===== src/hdl/tkws_pkg.sv =====
package tkws_pkg;

  // Field widths
  localparam int JOINT_W  = 8;
  localparam int WEIGHT_W = 16;
  localparam int KC_W     = 3;

  // Default store depth and register reset value
  localparam int            MAX_KEEP_DEF = 4;
  localparam logic [KC_W-1:0] KEEP_RESET = 3'd4;

  // One kept weight
  typedef struct packed {
    logic [JOINT_W-1:0]  joint;
    logic [JOINT_W-1:0]  local_joint;
    logic [WEIGHT_W-1:0] weight;
  } entry_t;

  // Store cell control
  typedef struct packed {
    logic load;   // take the incoming request
    logic shift;  // take the right neighbor's entry
  } cell_ctrl_t;

  // Output cell contents
  typedef struct packed {
    logic   valid;
    logic   last;
    entry_t ent;
  } out_slot_t;

  // Output cell control
  typedef struct packed {
    logic load;     // copy the finished vertex
    logic advance;  // head taken, move one toward the port
  } out_ctrl_t;

endpackage


===== src/hdl/tkws_cell.sv =====
module tkws_cell (
  input  logic                clk,
  input  tkws_pkg::cell_ctrl_t ctrl,
  input  tkws_pkg::entry_t    new_ent,
  input  tkws_pkg::entry_t    right_ent,
  output tkws_pkg::entry_t    ent_r,
  output tkws_pkg::entry_t    ent_nxt
);
  import tkws_pkg::*;

  // Load wins over shift: the append slot sits after the gap closes
  always_comb begin
    if (ctrl.load) begin
      ent_nxt = new_ent;
    end else if (ctrl.shift) begin
      ent_nxt = right_ent;
    end else begin
      ent_nxt = ent_r;
    end
  end

  always_ff @(posedge clk) begin
    ent_r <= ent_nxt;
  end

endmodule


===== src/hdl/tkws_out_cell.sv =====
module tkws_out_cell (
  input  logic                   clk,
  input  logic                   rst_n,
  input  tkws_pkg::out_ctrl_t    ctrl,
  input  tkws_pkg::out_slot_t    load_slot,
  input  tkws_pkg::out_slot_t    right_slot,
  output tkws_pkg::out_slot_t    slot_r
);
  import tkws_pkg::*;

  out_slot_t slot_nxt;

  // Parallel load from the store, or shift toward the output port
  always_comb begin
    if (ctrl.load) begin
      slot_nxt = load_slot;
    end else if (ctrl.advance) begin
      slot_nxt = right_slot;
    end else begin
      slot_nxt = slot_r;
    end
  end

  always_ff @(posedge clk) begin
    if (!rst_n) begin
      slot_r.valid <= 1'b0;
    end else begin
      slot_r.valid <= slot_nxt.valid;
    end
    slot_r.last <= slot_nxt.last;
    slot_r.ent  <= slot_nxt.ent;
  end

endmodule


===== src/hdl/top_k_weight_selector.sv =====
// Keeps the keep_count largest joint weights of a vertex (1..MAX_KEEP, zero
// acts as 1, larger values saturate) in a row of cells in arrival order. One
// weight request is taken every clock. Below the limit it is appended; at the
// limit it is compared against all kept weights at once, dropped if strictly
// below every one, else the earliest smallest entry is removed by shifting its
// right neighbors down one cell and the new weight appended. On the
// end-of-vertex request the kept entries are copied into a second row of
// output cells and the store is cleared in the same cycle, so the next
// vertex can start at once. The output row drains one entry per cycle unless
// stalled, last_kept on the final one. An end-of-vertex request is stalled
// while the output row holds entries of the previous vertex, unless the only
// one left is taken in that same cycle; other requests are never stalled.
module top_k_weight_selector #(
  parameter int MAX_KEEP = tkws_pkg::MAX_KEEP_DEF
) (
  input  logic                          clk,
  input  logic                          rst_n,
  input  logic                          cfg_we,
  input  logic [tkws_pkg::KC_W-1:0]     cfg_wdata,
  input  logic                          in_valid,
  output logic                          in_stall,
  input  logic [tkws_pkg::JOINT_W-1:0]  in_joint_id,
  input  logic [tkws_pkg::JOINT_W-1:0]  in_local_joint_id,
  input  logic [tkws_pkg::WEIGHT_W-1:0] in_weight_value,
  input  logic                          in_end_of_vertex,
  output logic                          out_valid,
  input  logic                          out_stall,
  output logic [tkws_pkg::JOINT_W-1:0]  out_kept_joint_id,
  output logic [tkws_pkg::JOINT_W-1:0]  out_kept_local_joint_id,
  output logic [tkws_pkg::WEIGHT_W-1:0] out_kept_weight,
  output logic                          out_last_kept
);
  import tkws_pkg::*;

  localparam int CW   = $clog2(MAX_KEEP + 1);
  localparam int CMPW = (CW > KC_W) ? CW : KC_W;

  logic [KC_W-1:0] keep_count_r;
  logic [CW-1:0]   total_r, total_nxt, total_upd, total_m1;

  entry_t     new_ent;
  entry_t     ent_q   [MAX_KEEP];
  entry_t     ent_nxt [MAX_KEEP];
  cell_ctrl_t cctrl   [MAX_KEEP];
  out_slot_t  oslot_q [MAX_KEEP];
  out_slot_t  oload   [MAX_KEEP];
  out_ctrl_t  octrl   [MAX_KEEP];

  logic [MAX_KEEP-1:0] valid_vec, is_min, out_valid_vec, out_last_vec;
  logic [WEIGHT_W-1:0] min_w;
  logic [CMPW-1:0]     limit, kc_ext;
  logic                in_acc, out_acc, full, drop, remove, append;
  logic                head_only, row_free;

  // Output row status
  always_comb begin
    for (int i = 0; i < MAX_KEEP; i++) begin
      out_valid_vec[i] = oslot_q[i].valid;
      out_last_vec[i]  = oslot_q[i].last;
    end
  end

  assign head_only = (out_valid_vec & ~MAX_KEEP'(1)) == '0;

  // Handshakes: the output row may reload when its last entry leaves
  assign out_acc  = oslot_q[0].valid && !out_stall;
  assign row_free = !oslot_q[0].valid || (out_acc && head_only);
  assign in_stall = in_end_of_vertex && !row_free;
  assign in_acc   = in_valid && !in_stall;

  // Configuration register
  always_ff @(posedge clk) begin
    if (!rst_n) begin
      keep_count_r <= KEEP_RESET;
    end else if (cfg_we) begin
      keep_count_r <= cfg_wdata;
    end
  end

  // Effective limit, clamped to 1..MAX_KEEP
  always_comb begin
    kc_ext = CMPW'(keep_count_r);
    if (kc_ext == '0) begin
      limit = CMPW'(1);
    end else if (kc_ext > CMPW'(MAX_KEEP)) begin
      limit = CMPW'(MAX_KEEP);
    end else begin
      limit = kc_ext;
    end
  end

  assign new_ent = '{joint: in_joint_id, local_joint: in_local_joint_id,
                     weight: in_weight_value};

  // Earliest minimum: all pairwise compares in parallel
  always_comb begin
    for (int i = 0; i < MAX_KEEP; i++) begin
      valid_vec[i] = CW'(i) < total_r;
    end
    min_w = '0;
    for (int i = 0; i < MAX_KEEP; i++) begin
      is_min[i] = valid_vec[i];
      for (int j = 0; j < MAX_KEEP; j++) begin
        if (j < i && valid_vec[j] && !(ent_q[i].weight < ent_q[j].weight)) begin
          is_min[i] = 1'b0;
        end
        if (j > i && valid_vec[j] && (ent_q[i].weight > ent_q[j].weight)) begin
          is_min[i] = 1'b0;
        end
      end
      if (is_min[i]) begin
        min_w = min_w | ent_q[i].weight;
      end
    end
  end

  // Insert decision
  assign full   = CMPW'(total_r) >= limit;
  assign drop   = full && (in_weight_value < min_w);
  assign remove = full && !drop;
  assign append = !full;
  assign total_m1 = total_r - CW'(1);

  always_comb begin
    if (append) begin
      total_upd = total_r + CW'(1);
    end else begin
      total_upd = total_r;
    end
    total_nxt = total_r;
    if (in_acc) begin
      total_nxt = in_end_of_vertex ? '0 : total_upd;
    end
  end

  // Store cell control: shift from the removed slot onward, load at the tail
  always_comb begin
    logic seen;
    seen = 1'b0;
    for (int i = 0; i < MAX_KEEP; i++) begin
      seen = seen | is_min[i];
      cctrl[i].shift = in_acc && remove && seen;
      cctrl[i].load  = in_acc && ((remove && CW'(i) == total_m1) ||
                                  (append && CW'(i) == total_r));
    end
  end

  always_ff @(posedge clk) begin
    if (!rst_n) begin
      total_r <= '0;
    end else begin
      total_r <= total_nxt;
    end
  end

  // Output cell control and load values from the updated store
  always_comb begin
    for (int i = 0; i < MAX_KEEP; i++) begin
      oload[i].valid   = CW'(i) < total_upd;
      oload[i].last    = total_upd == CW'(i + 1);
      oload[i].ent     = ent_nxt[i];
      octrl[i].load    = in_acc && in_end_of_vertex;
      octrl[i].advance = out_acc;
    end
  end

  for (genvar g = 0; g < MAX_KEEP; g++) begin : g_cell
    if (g == MAX_KEEP - 1) begin : g_tail
      tkws_cell u_cell (
        .clk       (clk),
        .ctrl      (cctrl[g]),
        .new_ent   (new_ent),
        .right_ent (ent_q[g]),
        .ent_r     (ent_q[g]),
        .ent_nxt   (ent_nxt[g])
      );
      tkws_out_cell u_out (
        .clk        (clk),
        .rst_n      (rst_n),
        .ctrl       (octrl[g]),
        .load_slot  (oload[g]),
        .right_slot ('0),
        .slot_r     (oslot_q[g])
      );
    end else begin : g_body
      tkws_cell u_cell (
        .clk       (clk),
        .ctrl      (cctrl[g]),
        .new_ent   (new_ent),
        .right_ent (ent_q[g+1]),
        .ent_r     (ent_q[g]),
        .ent_nxt   (ent_nxt[g])
      );
      tkws_out_cell u_out (
        .clk        (clk),
        .rst_n      (rst_n),
        .ctrl       (octrl[g]),
        .load_slot  (oload[g]),
        .right_slot (oslot_q[g+1]),
        .slot_r     (oslot_q[g])
      );
    end
  end

  // Output port from the head cell
  assign out_valid               = oslot_q[0].valid;
  assign out_kept_joint_id       = oslot_q[0].ent.joint;
  assign out_kept_local_joint_id = oslot_q[0].ent.local_joint;
  assign out_kept_weight         = oslot_q[0].ent.weight;
  assign out_last_kept           = oslot_q[0].last;

  // Checks
  a_total_bound: assert property (@(posedge clk) disable iff (!rst_n)
    CMPW'(total_r) <= CMPW'(MAX_KEEP))
    else $error("kept count above store depth");

  a_one_last: assert property (@(posedge clk) disable iff (!rst_n)
    out_valid |-> $countones(out_valid_vec & out_last_vec) == 1)
    else $error("pending vertex must hold exactly one last entry");

  a_end_clears: assert property (@(posedge clk) disable iff (!rst_n)
    in_acc && in_end_of_vertex |=> total_r == '0 && out_valid)
    else $error("end of vertex must clear store and start output");

  a_append_grows: assert property (@(posedge clk) disable iff (!rst_n)
    in_acc && !in_end_of_vertex && append |=> total_r == $past(total_r) + CW'(1))
    else $error("append did not grow the store");

  a_min_onehot: assert property (@(posedge clk) disable iff (!rst_n)
    full |-> $onehot(is_min))
    else $error("full store must have exactly one eviction candidate");

endmodule

===== config.mk =====
export PLATFORM = sky130hd
export DESIGN_NAME = top_k_weight_selector
export DESIGN_NICKNAME = d
export VERILOG_FILES = /design/src/hdl/tkws_pkg.sv /design/src/hdl/tkws_cell.sv /design/src/hdl/tkws_out_cell.sv /design/src/hdl/top_k_weight_selector.sv
export SDC_FILE = /design/constraint.sdc
export NUM_CORES = 1
export LEC_CHECK = 0
export BUFFER_PORTS_ARGS = -buffer_cell sky130_fd_sc_hd__buf_2
export CORE_AREA = 3 3 174 176
export DETAILED_ROUTE_END_ITERATION = 8
export DIE_AREA = 0 0 177 179
export PLACE_DENSITY = 0.66
export RECOVER_POWER = 50
export SYNTH_ARGS = -nofsm -noshare
export SYNTH_HDL_FRONTEND = slang
export SYNTH_SLANG_ARGS = --single-unit

===== constraint.sdc =====
create_clock -name clk -period 5.8 [get_ports clk]
set_clock_uncertainty 0.15 [all_clocks]
set_input_delay 0.29 -clock clk [delete_from_list [all_inputs] [get_ports clk]]
set_output_delay 0.29 -clock clk [all_outputs]
set_load 0.02 [all_outputs]

==> flow_metrics.py, run 1 <==
metrics = {
    "outcome": {
        "status": "finished, violations left",
        "failed_checks": "capacitance limit, slew limit",
    },
    "place": {
        "pre_cts_ws_ps": -447.8,
        "port_buffers": 75,
        "gp_congestion": 0.9771,
        "place_area_um2": 15530,
        "hpwlAfterDp_um": 26560,
    },
    "global_routing": {
        "grt_pass1_wl_um": 62680,
        "grt_antenna_before_repair": 0,
        "grt_max_degree": 83,
        "grt_usage": 0.2481,
        "grt_pass1_vias": 11380,
        "grt-ovfl-total": 0,
    },
    "clocking": {
        "h-tree-depth": 1,
        "cts_sinks": 270,
        "clk_pin_slew_worst_paths_ps": 60,
        "root_buffer": "clkbuf_16",
        "clockBufferDepth": 3,
        "numCtsBuffers": 30,
        "worstSkewPairLatency_ps": 580,
        "cts_tree": "done",
    },
    "floorplan": {
        "row_count": 62,
        "core_um2": 28780,
        "die_h_um": 179,
        "initial_core_util": 0.4980,
        "ios": 76,
        "die_area_um2": 31680,
        "die_x_um": 177,
    },
    "setup_path": {
        "slowest_stage": "dfxtp_1",
        "start_kind": "flop",
        "critPathMaxFanout": 10,
        "slowest_delay_ps": 440,
        "ff2ff_path_depth": 22,
        "path_cells": "ha_1, a211o_1, a31oi_1, o221ai_1, a211o_1, o211a_1, buf_4, a222oi_1, a21boi_2, ha_1, a21oi_1, o21ai_2, a221oi_4, buf_4, a211oi_2, and2_4, a31oi_4, buf_6, a2bb2oi_4, nand2_4, clkbuf_16, o221ai_1",
        "worstPathArrival_ps": 5890,
        "crit_required_ps": 6040,
        "end_kind": "flop",
        "crit_type": "flop to flop",
    },
    "synthesis": {
        "synth_area_leaders": "edfxtp_1 28%, dfxtp_1 19%, ha_1 10%",
        "synth_area_per_cell_um2": 10.14,
        "netlist.area_leader.share": 0.2765,
        "yosys_most_used_dff": "dfxtp_1",
        "synth_most_common_cell": "nand2_1",
        "seq_area_frac_synth": 0.4693,
        "yosysWarnings": 0,
        "synth_fp_nets": 1568,
        "synthArstFlopShare": 0,
        "syn_inst": 1413,
        "ys_top_cells_by_count": "171 x nand2_1, 138 x dfxtp_1, 134 x a21oi_1, 132 x edfxtp_1, 114 x ha_1",
        "synth-edff-count": 132,
        "synthesis.area_um2": 14330,
        "yosysTopAreaCell": "edfxtp_1",
        "synth_seq_cells": 270,
        "ys_types": 61,
    },
    "route": {
        "drt_pass1_iterations": 6,
        "routed_wl_um": 42710,
        "dr.first_iter.drc_count": 1205,
        "drc": 0,
        "ant_nets": 0,
        "routedWlPerCell_um": 21.48,
        "viasPerCell": 5.982,
        "via_count": 11900,
    },
    "power": {
        "p_total_mw": 7.055,
        "combPwrFrac": 0.336,
        "swShare": 0.3467,
        "p_per_area_nw_per_um2": 399.8,
        "clockPowerShare": 0.270,
        "internal_power_mw": 4.609,
        "vdd_drop_max_mv": 0.2083,
        "total_leakage_power_nw": 7.565,
        "switchingPower_mw": 2.446,
        "p_seq_frac": 0.394,
    },
    "timing": {
        "finalMaxSlewViolations": 46,
        "final-setup-viol-count": 0,
        "worst_slack_ps": 157.7,
        "finalCritPeriodShare": 0.9728,
        "fin_crit_ps": 5642,
        "slew_headroom": -0.3922,
        "fin_tns_setup_ps": 0,
        "hold_slack_ps": 330.3,
        "worstMarginPinSlew_ps": 2083,
        "fmax_mhz": 177.2,
        "hold_viol": 0,
    },
    "layout": {
        "regArea_um2": 6740,
        "stdcell_area_um2": 17650,
        "multi_input_comb_area_um2": 7251,
        "n_antenna_cell": 0,
        "nets": 1736,
        "fill_cells": 2369,
        "areaGrowthSynthToFinish_pct": 23.11,
        "drive_gt1_frac": 0.1682,
    },
    "min_path": {
        "holdPathStages": 1,
        "hp-class": "flop to flop",
    },
    "job": {
        "cap_violations": 1,
    },
}
-- what timing repair did --
| item | in CTS | in global routing |
|---|---|---|
| buffers inserted | 5 | 11 |
| setup endpoints to repair | 256 | 222 |
| hold buffers | 46 | 0 |
| pin swaps | 1 | 10 |
| gates cloned | 0 | 10 |
| hold endpoints to repair | 137 | 0 |
| resized for setup | 13 | 80 |
-- area by class of cell --
type                            instances  share of cell area
Clock buffer                           46             0.04821
Clock inverter                         10            0.007374
Inverter                               58             0.01234
Multi-Input combinational cell       1001              0.4109
Sequential cell                       270              0.3819
Tap cell                              384             0.02723
Timing Repair Buffer                  220              0.1120
-- cells in the final DEF, fill, tap and decap left out, types with 8 or more instances in the layout --
cell type	instances
a21oi_1	133
edfxtp_1	132
buf_12	20
inv_1	58
o21ai_1	31
dfxtp_2	11
and2_1	32
buf_6	8
o221ai_1	86
a21boi_0	9
clkbuf_16	39
buf_4	56
nand2_1	168
a222oi_1	15
clkbuf_1	48
a21o_1	9
dlygate4sd3_1	46
mux2i_1	59
o221ai_2	12
mux2_2	20
ha_1	112
nand3_1	8
mux2i_2	8
buf_2	40
dfxtp_1	127
nand4_1	12
nor2_1	112
mux2_1	12
o21ai_0	52
-- registers in the layout, summed over array words and instances, names as in the netlist --
signal and cells:
total_r 3, kc_ext 3, g_cell.g_body.u_cell.ent_r 96, g_cell.g_body.u_out.slot_r 102
g_cell.g_tail.u_cell.ent_r 32, g_cell.g_tail.u_out.slot_r 34
-- kinds of logic (layout without fill, tap and decap cells) --
kind of cell / Yosys count / in the layout / synth area share
multiplexers: 99 / 99 / 0.07193
AND/OR/NAND/NOR: 378 / 378 / 0.1162
flip-flops: 270 / 270 / 0.4693
buffers and inverters: 143 / 334 / 0.04644
AO/OA/AOI/OAI: 406 / 407 / 0.1948
XOR/XNOR: 3 / 3 / 0.001833
adder cells (fa/ha/maj): 114 / 114 / 0.09951
-- layer usage --
layer | GRT usage | vias to the layer above | wire length (um)
met4 | 0.05139 | 0 | 903
met3 | 0.04087 | 50 | 2879
li1 | - | 5627 | -
met1 | 0.3503 | 5807 | 19460
met2 | 0.4051 | 415 | 19470
met5 | 0 | - | 0
-- power groups by stage --
stage,Clock [mW],Combinational [mW],Sequential (mW)
2_1_floorplan,0,1.40,2.78
5_1_grt,2.00,2.64,2.83
6_report,1.90,2.37,2.78
3_5_place_dp,0,2.17,2.79
3_3_place_gp,0,2.15,2.78
4_1_cts,1.93,2.23,2.75
-- through the flow --
| step | std cells | util |
|---|---|---|
| 6_report | 1989 | 0.6132 |
| 5_1_grt | 1989 | 0.6132 |
| 4_1_cts | 1968 | 0.5932 |
| 3_5_place_dp | 1861 | 0.5396 |
| 3_3_place_gp | 1861 | 0.5396 |
| 2_1_floorplan | 1413 | - |
-- worst paths after layout --
check	startpoint	to	slack, ps
min reg2reg	g_cell[3].g_tail.u_cell.ent_r[16]	g_cell[3].g_tail.u_cell.ent_r[16]	330
max	g_cell[2].g_body.u_cell.ent_r[2]	g_cell[0].g_body.u_out.slot_r[2]	160
max reg2reg	g_cell[2].g_body.u_cell.ent_r[2]	g_cell[0].g_body.u_out.slot_r[2]	160
min	g_cell[3].g_tail.u_cell.ent_r[16]	g_cell[3].g_tail.u_cell.ent_r[16]	330
-- critical path: cells and delay by family (launching register included) --
kind,cells,cell delay (ps)
simple gates,2,360
fa+ha+maj,2,540
compound gates,14,3210
flops,1,440
buf+inv,4,750
(Power assumes the default switching activity.)
==> inputs of run 2 (changes only) <==
ABC_AREA = 1   (was not set)
CORE_AREA = 3 3 180 182   (was 3 3 174 176)
DIE_AREA = 0 0 183 185   (was 0 0 177 179)
==> run 2 against run 1 <==
The flow still finishes with violations (capacitance limit, slew limit). Die area grew 6.9%. Combinational power up 21%. Synthesized cell count is 38% higher. Non-clock buffer count is 75 lower. Count of clock-buffer cells in the layout up 6. Sequential power up 10%. Hold slack got worse by 300 ps. Core utilization down 4.9 points. Register-to-register slack gained 230 ps. Largest power group unchanged.
==> flow_metrics.py, run 2 <==
metrics = {
    "route": {
        "via_count": 13720,
        "drt_pass1_iterations": 5,
        "routed_wl_um": 44400,
        "routedWlPerCell_um": 18.20,
        "viasPerCell": 5.623,
        "ant_nets": 0,
        "dr.first_iter.drc_count": 1189,
        "drc": 0,
    },
    "place": {
        "port_buffers": 75,
        "hpwlAfterDp_um": 27520,
        "gp_congestion": 0.9208,
        "dp.cells": 2345,
        "pre_cts_ws_ps": 377.0,
    },
    "synthesis": {
        "synth_xor_area_frac": 0.001137,
        "yosysWarnings": 0,
        "synthAdderAreaFrac": 0.09262,
        "ys_types": 39,
        "syn_inst": 1949,
        "synth_fp_nets": 2104,
        "synth-compound-area-share": 0.04615,
        "synth_top_family_by_area": "simple AND/OR/NAND/NOR gates",
        "synth_area_leaders": "edfxtp_1 26%, dfxtp_1 18%, nand2_1 13%",
        "synth_seq_cells": 270,
        "yosys_most_used_dff": "dfxtp_1",
        "synth_area_per_cell_um2": 7.902,
        "yosys.area_share.simple": 0.3414,
        "yosysTopAreaCell": "edfxtp_1",
        "synthMuxAreaShare": 0,
        "synthesis.area_um2": 15400,
        "synth_most_common_cell": "nand2_1",
        "ys_top_cells_by_count": "524 x nand2_1, 313 x nand3_1, 196 x inv_1, 138 x dfxtp_1, 132 x edfxtp_1",
        "synthArstFlopShare": 0,
        "netlist.area_leader.share": 0.2574,
        "synth-edff-count": 132,
        "seq_area_frac_synth": 0.4368,
    },
    "layout": {
        "reg_top3": "g_cell.g_body.u_out.slot_r (102), g_cell.g_body.u_cell.ent_r (96), g_cell.g_tail.u_out.slot_r (34)",
        "areaGrowthSynthToFinish_pct": 12.67,
        "final_core_util": 0.5643,
        "layout_commonest_cell": "nand2_1",
        "final_cell_mix": "526 x nand2_1, 314 x nand3_1, 195 x inv_1",
        "fill_cells": 2927,
        "regMostFlops": "g_cell.g_body.u_out.slot_r",
        "largest_register_ffs": 102,
        "drive_gt1_frac": 0.06654,
        "instances_no_fill": 2440,
        "nets": 2176,
        "n_antenna_cell": 0,
    },
    "floorplan": {
        "die_x_um": 183,
        "die_area_um2": 33860,
        "die_h_um": 185,
        "initial_core_util": 0.5009,
        "core_um2": 30750,
        "row_count": 64,
        "ios": 76,
    },
    "timing": {
        "hold_viol": 0,
        "slew_headroom": -0.5262,
        "fmax_mhz": 184.7,
        "finalMaxSlewViolations": 102,
        "fin_crit_ps": 5414,
        "fin_tns_setup_ps": 0,
        "finalCritPeriodShare": 0.9334,
        "worst_slack_ps": 386.1,
        "worstMarginPinSlew_ps": 2289,
        "final-setup-viol-count": 0,
        "rsz0062_at_grt": "no",
    },
    "global_routing": {
        "grt_max_degree": 204,
        "grt_pass1_wl_um": 71380,
        "grt_antenna_before_repair": 0,
        "grt-ovfl-total": 0,
        "grt_usage": 0.2621,
        "grt_pass1_vias": 13220,
    },
    "outcome": {
        "status": "finished, violations left",
        "failed_checks": "capacitance limit, slew limit",
    },
    "power": {
        "combPwrFrac": 0.368,
        "p_total_mw": 7.752,
        "clockPowerShare": 0.236,
        "switchingPower_mw": 2.998,
        "swShare": 0.3867,
        "p_per_area_nw_per_um2": 446.8,
        "p_seq_frac": 0.395,
        "total_leakage_power_nw": 8.193,
        "vdd_drop_max_mv": 0.2555,
        "internal_power_mw": 4.754,
    },
    "setup_path": {
        "start_kind": "flop",
        "crit_type": "flop to flop",
        "critPathMaxFanout": 24,
        "crit_required_ps": 5970,
        "end_kind": "flop",
        "worstPathArrival_ps": 5590,
    },
    "clocking": {
        "root_buffer": "clkbuf_16",
        "clockBufferDepth": 3,
        "clk_pin_slew_worst_paths_ps": 60,
        "numCtsBuffers": 30,
        "cts_sinks": 270,
        "worstSkewPairLatency_ps": 590,
        "h-tree-depth": 1,
        "cts_tree": "done",
    },
    "min_path": {
        "hp-class": "input port to flop",
    },
    "job": {
        "cap_violations": 1,
    },
}
[run 2: cell types whose count changed after synthesis, sizes merged, moves of 67 or more]
| cell | change |
|---|---|
| inv | +147 |
| a21oi | -84 |
| nand3 | +311 |
| o221ai | -99 |
| nand2 | +363 |
| nand4 | +94 |
| mux2i | -67 |
[run 2: final cells by class]
cell class	count	area, um2	area share
multi-input combinational	1368	7407	0.4269
sequential	270	6726	0.3876
timing repair buffer	145	1005	0.05790
clock buffer	52	873.3	0.05033
inverter	206	779.5	0.04492
tap	396	495.5	0.02855
clock inverter	3	66.31	0.003821
[run 2: path summary, 6_finish.rpt]
path | startpoint | endpoint | slack [ps] | cells after the start
setup / recovery | g_cell[2].g_body.u_cell.ent_r[13] | g_cell[2].g_body.u_out.slot_r[21] | 390 | 25
hold / removal | in_weight_value[13] | g_cell[1].g_body.u_cell.ent_r[13] | 30 | 4
setup reg to reg | g_cell[2].g_body.u_cell.ent_r[13] | g_cell[2].g_body.u_out.slot_r[21] | 390 | 25
hold reg to reg | g_cell[3].g_tail.u_out.slot_r[33] | g_cell[3].g_tail.u_out.slot_r[33] | 350 | 2
[run 2: per-stage QoR]
step	hold WS [ps]	instance area, um2
6_report	26.07	17350
5_1_grt	36.33	17350
4_1_cts	6.993	17420
3_5_place_dp	307.9	16080
3_3_place_gp	304.0	16080
2_1_floorplan	240.4	15400
[run 2: logic make-up (layout without fill, tap and decap cells)]
logic type / Yosys count / in the layout
adders and majority gates: 114 / 114
buffers and inverters: 311 / 406
DFF: 270 / 270
AOI/OAI and AO/OA: 115 / 115
and+or+nand+nor: 1137 / 1137
xor gates and xnor gates: 2 / 2
[run 2: metal layers]
layer	wire [um]	global-route usage	up-vias
met2	20090	0.4211	519
li1	-	-	6704
met1	20020	0.3713	6406
met5	0	0	-
met3	3118	0.03672	92
met4	1169	0.07648	0
[run 2: timing repair]
action,4_1_cts,5_1_grt
hold endpoints to repair,120,0
resized for setup,0,1
setup buffers,0,0
hold buffers,40,0
setup endpoints to repair,0,8
[run 2: power by group through the flow]
stage / Sequential [mW] / Combinational (mW) / Clock [mW]
3_3_place_gp: 3.07 / 2.74 / 0
3_5_place_dp: 3.07 / 2.82 / 0
2_1_floorplan: 2.94 / 2.11 / 0
6_report: 3.06 / 2.86 / 1.83
5_1_grt: 3.12 / 3.32 / 1.95
4_1_cts: 3.04 / 2.86 / 1.87
[run 2: worst max-delay path, stage by stage (launching register included)]
cell	delay [ps]
dfxtp_1	420
inv_1	110
ha_1	310
nand2_1	70
inv_1	30
o21ai_0	150
nand2_1	100
nor2_1	200
nand3_1	120
nand3_2	210
inv_1	290
a221oi_1	400
ha_1	310
nand2_1	120
o21bai_1	170
a21oi_1	110
a2111oi_1	430
buf_4	230
nand2_4	80
nand3_1	90
nand2_2	70
nand2_1	390
buf_12	270
nand3_1	120
nand3_1	90
nand2_1	70
==> inputs of run 3 (changes only) <==
CTS_BUF_LIST = sky130_fd_sc_hd__clkbuf_2   (was not set)
PLACE_DENSITY = not set   (was 0.66)
PLACE_DENSITY_LB_ADDON = 0.2   (was not set)
==> run 3 against run 2 <==
The run still ends with capacitance limit, slew limit left. Hold slack improved by 74 ps. Fmax rose by 0.99%. Cell count rose by 3.7%. Wire length rose by 2.6%. Register-to-register slack improved by 50 ps. Final area fell by 0.97%. Sequential cell count did not move. Clock power fell by 21%. Critical path type unchanged. Highest routed layer unchanged.
==> flow_metrics.py, run 3 (same netlist as run 2, synthesis figures left out) <==
metrics = {
    "outcome": {
        "status": "finished, violations left",
        "failed_checks": "capacitance limit, slew limit",
    },
    "setup_path": {
        "cp-endpoint": "g_cell[2].g_body.u_out.slot_r[12]",
        "slowest_stage": "buf_4",
        "crit_type": "flop to flop",
        "r2r_slack_ps": 440,
        "path_cells": "inv_1, ha_1, nand2_1, inv_1, nand3_1, a21oi_1, nor2_1, a21boi_0, nand3_1, inv_1, buf_4, a221oi_1, ha_1, nand4_1, nor3_1, nand2_2, nand2_1, nand3_1, nand2_1, buf_4, nand3_1, nand3_1, nand2_1",
        "timing.rr.end": "g_cell[2].g_body.u_out.slot_r[12]",
        "ff2ff_path_depth": 23,
        "worstPathArrival_ps": 5790,
        "critPathMaxFanout": 32,
        "end_kind": "flop",
        "slowest_delay_ps": 490,
        "path_buf_inv": 5,
        "start_kind": "flop",
        "crit_required_ps": 6230,
        "critPathLaunch": "g_cell[0].g_body.u_cell.ent_r[15]",
        "crit_top_cell": "nand3_1",
        "cp_top_family": "simple AND/OR/NAND/NOR gates",
        "crit_cells": 23,
        "rr_startpoint": "g_cell[0].g_body.u_cell.ent_r[15]",
    },
    "floorplan": {
        "die_area_um2": 33860,
        "core_um2": 30750,
        "initial_core_util": 0.5009,
        "ios": 76,
        "die_h_um": 185,
        "row_count": 64,
        "die_x_um": 183,
    },
    "place": {
        "hpwlAfterDp_um": 28000,
        "gp_congestion": 0.9517,
        "pre_cts_ws_ps": 792.8,
        "port_buffers": 75,
    },
    "global_routing": {
        "busiest_layer": "met2",
        "grt_use_met1": 0.3776,
        "grt_antenna_before_repair": 1,
        "grt_use_met3": 0.04458,
        "grt_pass1_vias": 13850,
        "grt_max_degree": 204,
        "grt_usage": 0.2704,
        "grt-ovfl-total": 0,
        "grtUsageMet2": 0.4341,
        "grt_pass1_wl_um": 73230,
    },
    "timing": {
        "hold_viol": 0,
        "slew_headroom": -1.104,
        "worst_slack_ps": 439.1,
        "finalMaxSlewViolations": 249,
        "hold_slack_ps": 100.3,
        "final-setup-viol-count": 0,
        "fin_crit_ps": 5361,
        "fmax_mhz": 186.5,
        "rsz0062_at_grt": "no",
        "finalCritPeriodShare": 0.9243,
        "worstMarginPinSlew_ps": 3156,
        "fin_tns_setup_ps": 0,
    },
    "route": {
        "via_count": 14070,
        "drc": 0,
        "dr.first_iter.drc_count": 1368,
        "viasPerCell": 5.559,
        "routed_wl_um": 45570,
        "routedWlPerCell_um": 18.00,
        "ant_nets": 0,
        "drt_pass1_iterations": 5,
    },
    "power": {
        "combPwrFrac": 0.390,
        "p_total_mw": 7.374,
        "clockPowerShare": 0.196,
        "p_per_area_nw_per_um2": 429.1,
        "total_leakage_power_nw": 8.323,
        "p_seq_frac": 0.415,
        "internal_power_mw": 4.302,
        "switchingPower_mw": 3.071,
        "swShare": 0.4165,
        "vdd_drop_max_mv": 0.1942,
    },
    "clocking": {
        "cts_tree": "done",
        "numCtsBuffers": 74,
        "worstSkewPairLatency_ps": 890,
        "cts_sinks": 270,
        "h-tree-depth": 3,
        "root_buffer": "clkbuf_2",
        "clk_pin_slew_worst_paths_ps": 100,
        "clockBufferDepth": 3,
    },
    "layout": {
        "largest_register_ffs": 102,
        "reg_top3": "g_cell.g_body.u_out.slot_r (102), g_cell.g_body.u_cell.ent_r (96), g_cell.g_tail.u_out.slot_r (34)",
        "final_cell_mix": "528 x nand2_1, 314 x nand3_1, 196 x inv_1",
        "layout_commonest_cell": "nand2_1",
        "final_core_util": 0.5588,
        "areaGrowthSynthToFinish_pct": 11.58,
        "regMostFlops": "g_cell.g_body.u_out.slot_r",
        "nets": 2227,
        "drive_gt1_frac": 0.1073,
    },
    "min_path": {
        "hp-class": "input port to flop",
    },
    "job": {
        "cap_violations": 3,
    },
}
[run 3: cell types whose count changed in the layout (fill, tap and decap cells not counted), moves of 3 or more]
| cell | delta |
|---|---|
| clkinv_1 | +7 |
| and2_1 | +3 |
| clkbuf_2 | +122 |
| clkbuf_16 | -30 |
| buf_4 | +4 |
| and2_0 | -3 |
| clkbuf_1 | -17 |
| dlygate4sd3_1 | +5 |
| clkbuf_8 | -4 |
[run 3: cell type report]
class | count | area (um2)
fillers | 2999 | 13570
multi-input cells | 1368 | 7408
flip-flops and latches | 270 | 6726
repair buffers | 152 | 1052
inverters | 206 | 777.0
clock buffers | 123 | 615.6
well taps | 396 | 495.5
clock inverters | 15 | 106.4
diodes | 1 | 2.502
[run 3: power groups by stage]
stage	sequential [mW]	clock [mW]	combinational [mW]
CTS	3.04	1.48	2.86
finish	3.06	1.44	2.87
detailed placement	3.08	0	2.81
floorplan	2.94	0	2.11
global route	3.12	1.58	3.32
global placement	3.08	0	2.76
[run 3: layer usage]
layer	vias up	wire length, um
met5	-	0
met4	0	966
met3	82	3602
met2	589	20400
met1	6537	20600
li1	6863	-
[run 3: stage by stage]
step / cell area, um2 / instances
after CTS: 17260 / 2530
final: 17180 / 2531
after floorplan: 15400 / 1949
after global placement: 16080 / 2347
after detailed placement: 16080 / 2347
after global routing: 17180 / 2531
[run 3: worst reg2reg max path, delay by kind of cell (launching register included)]
family	cells	cell delay, ps
compound gates	3	550
flops	1	390
fa+ha+maj	2	660
simple gates	13	1960
buf+inv	5	1400
[run 3: what timing repair did]
item	in CTS	in global routing
setup buffers	0	0
gates resized for setup	0	0
hold buffers	45	0
hold endpoints to repair	266	0
[run 3: how the worst min path moves through the flow]
stage                    from   endpoint  slack (ps)  cells past startpoint
global route           cfg_we  kc_ext[2]         100                      3
floorplan              cfg_we  kc_ext[2]         240                      1
global placement    kc_ext[0]  kc_ext[0]         300                      2
finish                 cfg_we  kc_ext[2]         100                      3
detailed placement  kc_ext[0]  kc_ext[0]         310                      2
CTS                    cfg_we  kc_ext[2]          40                      3
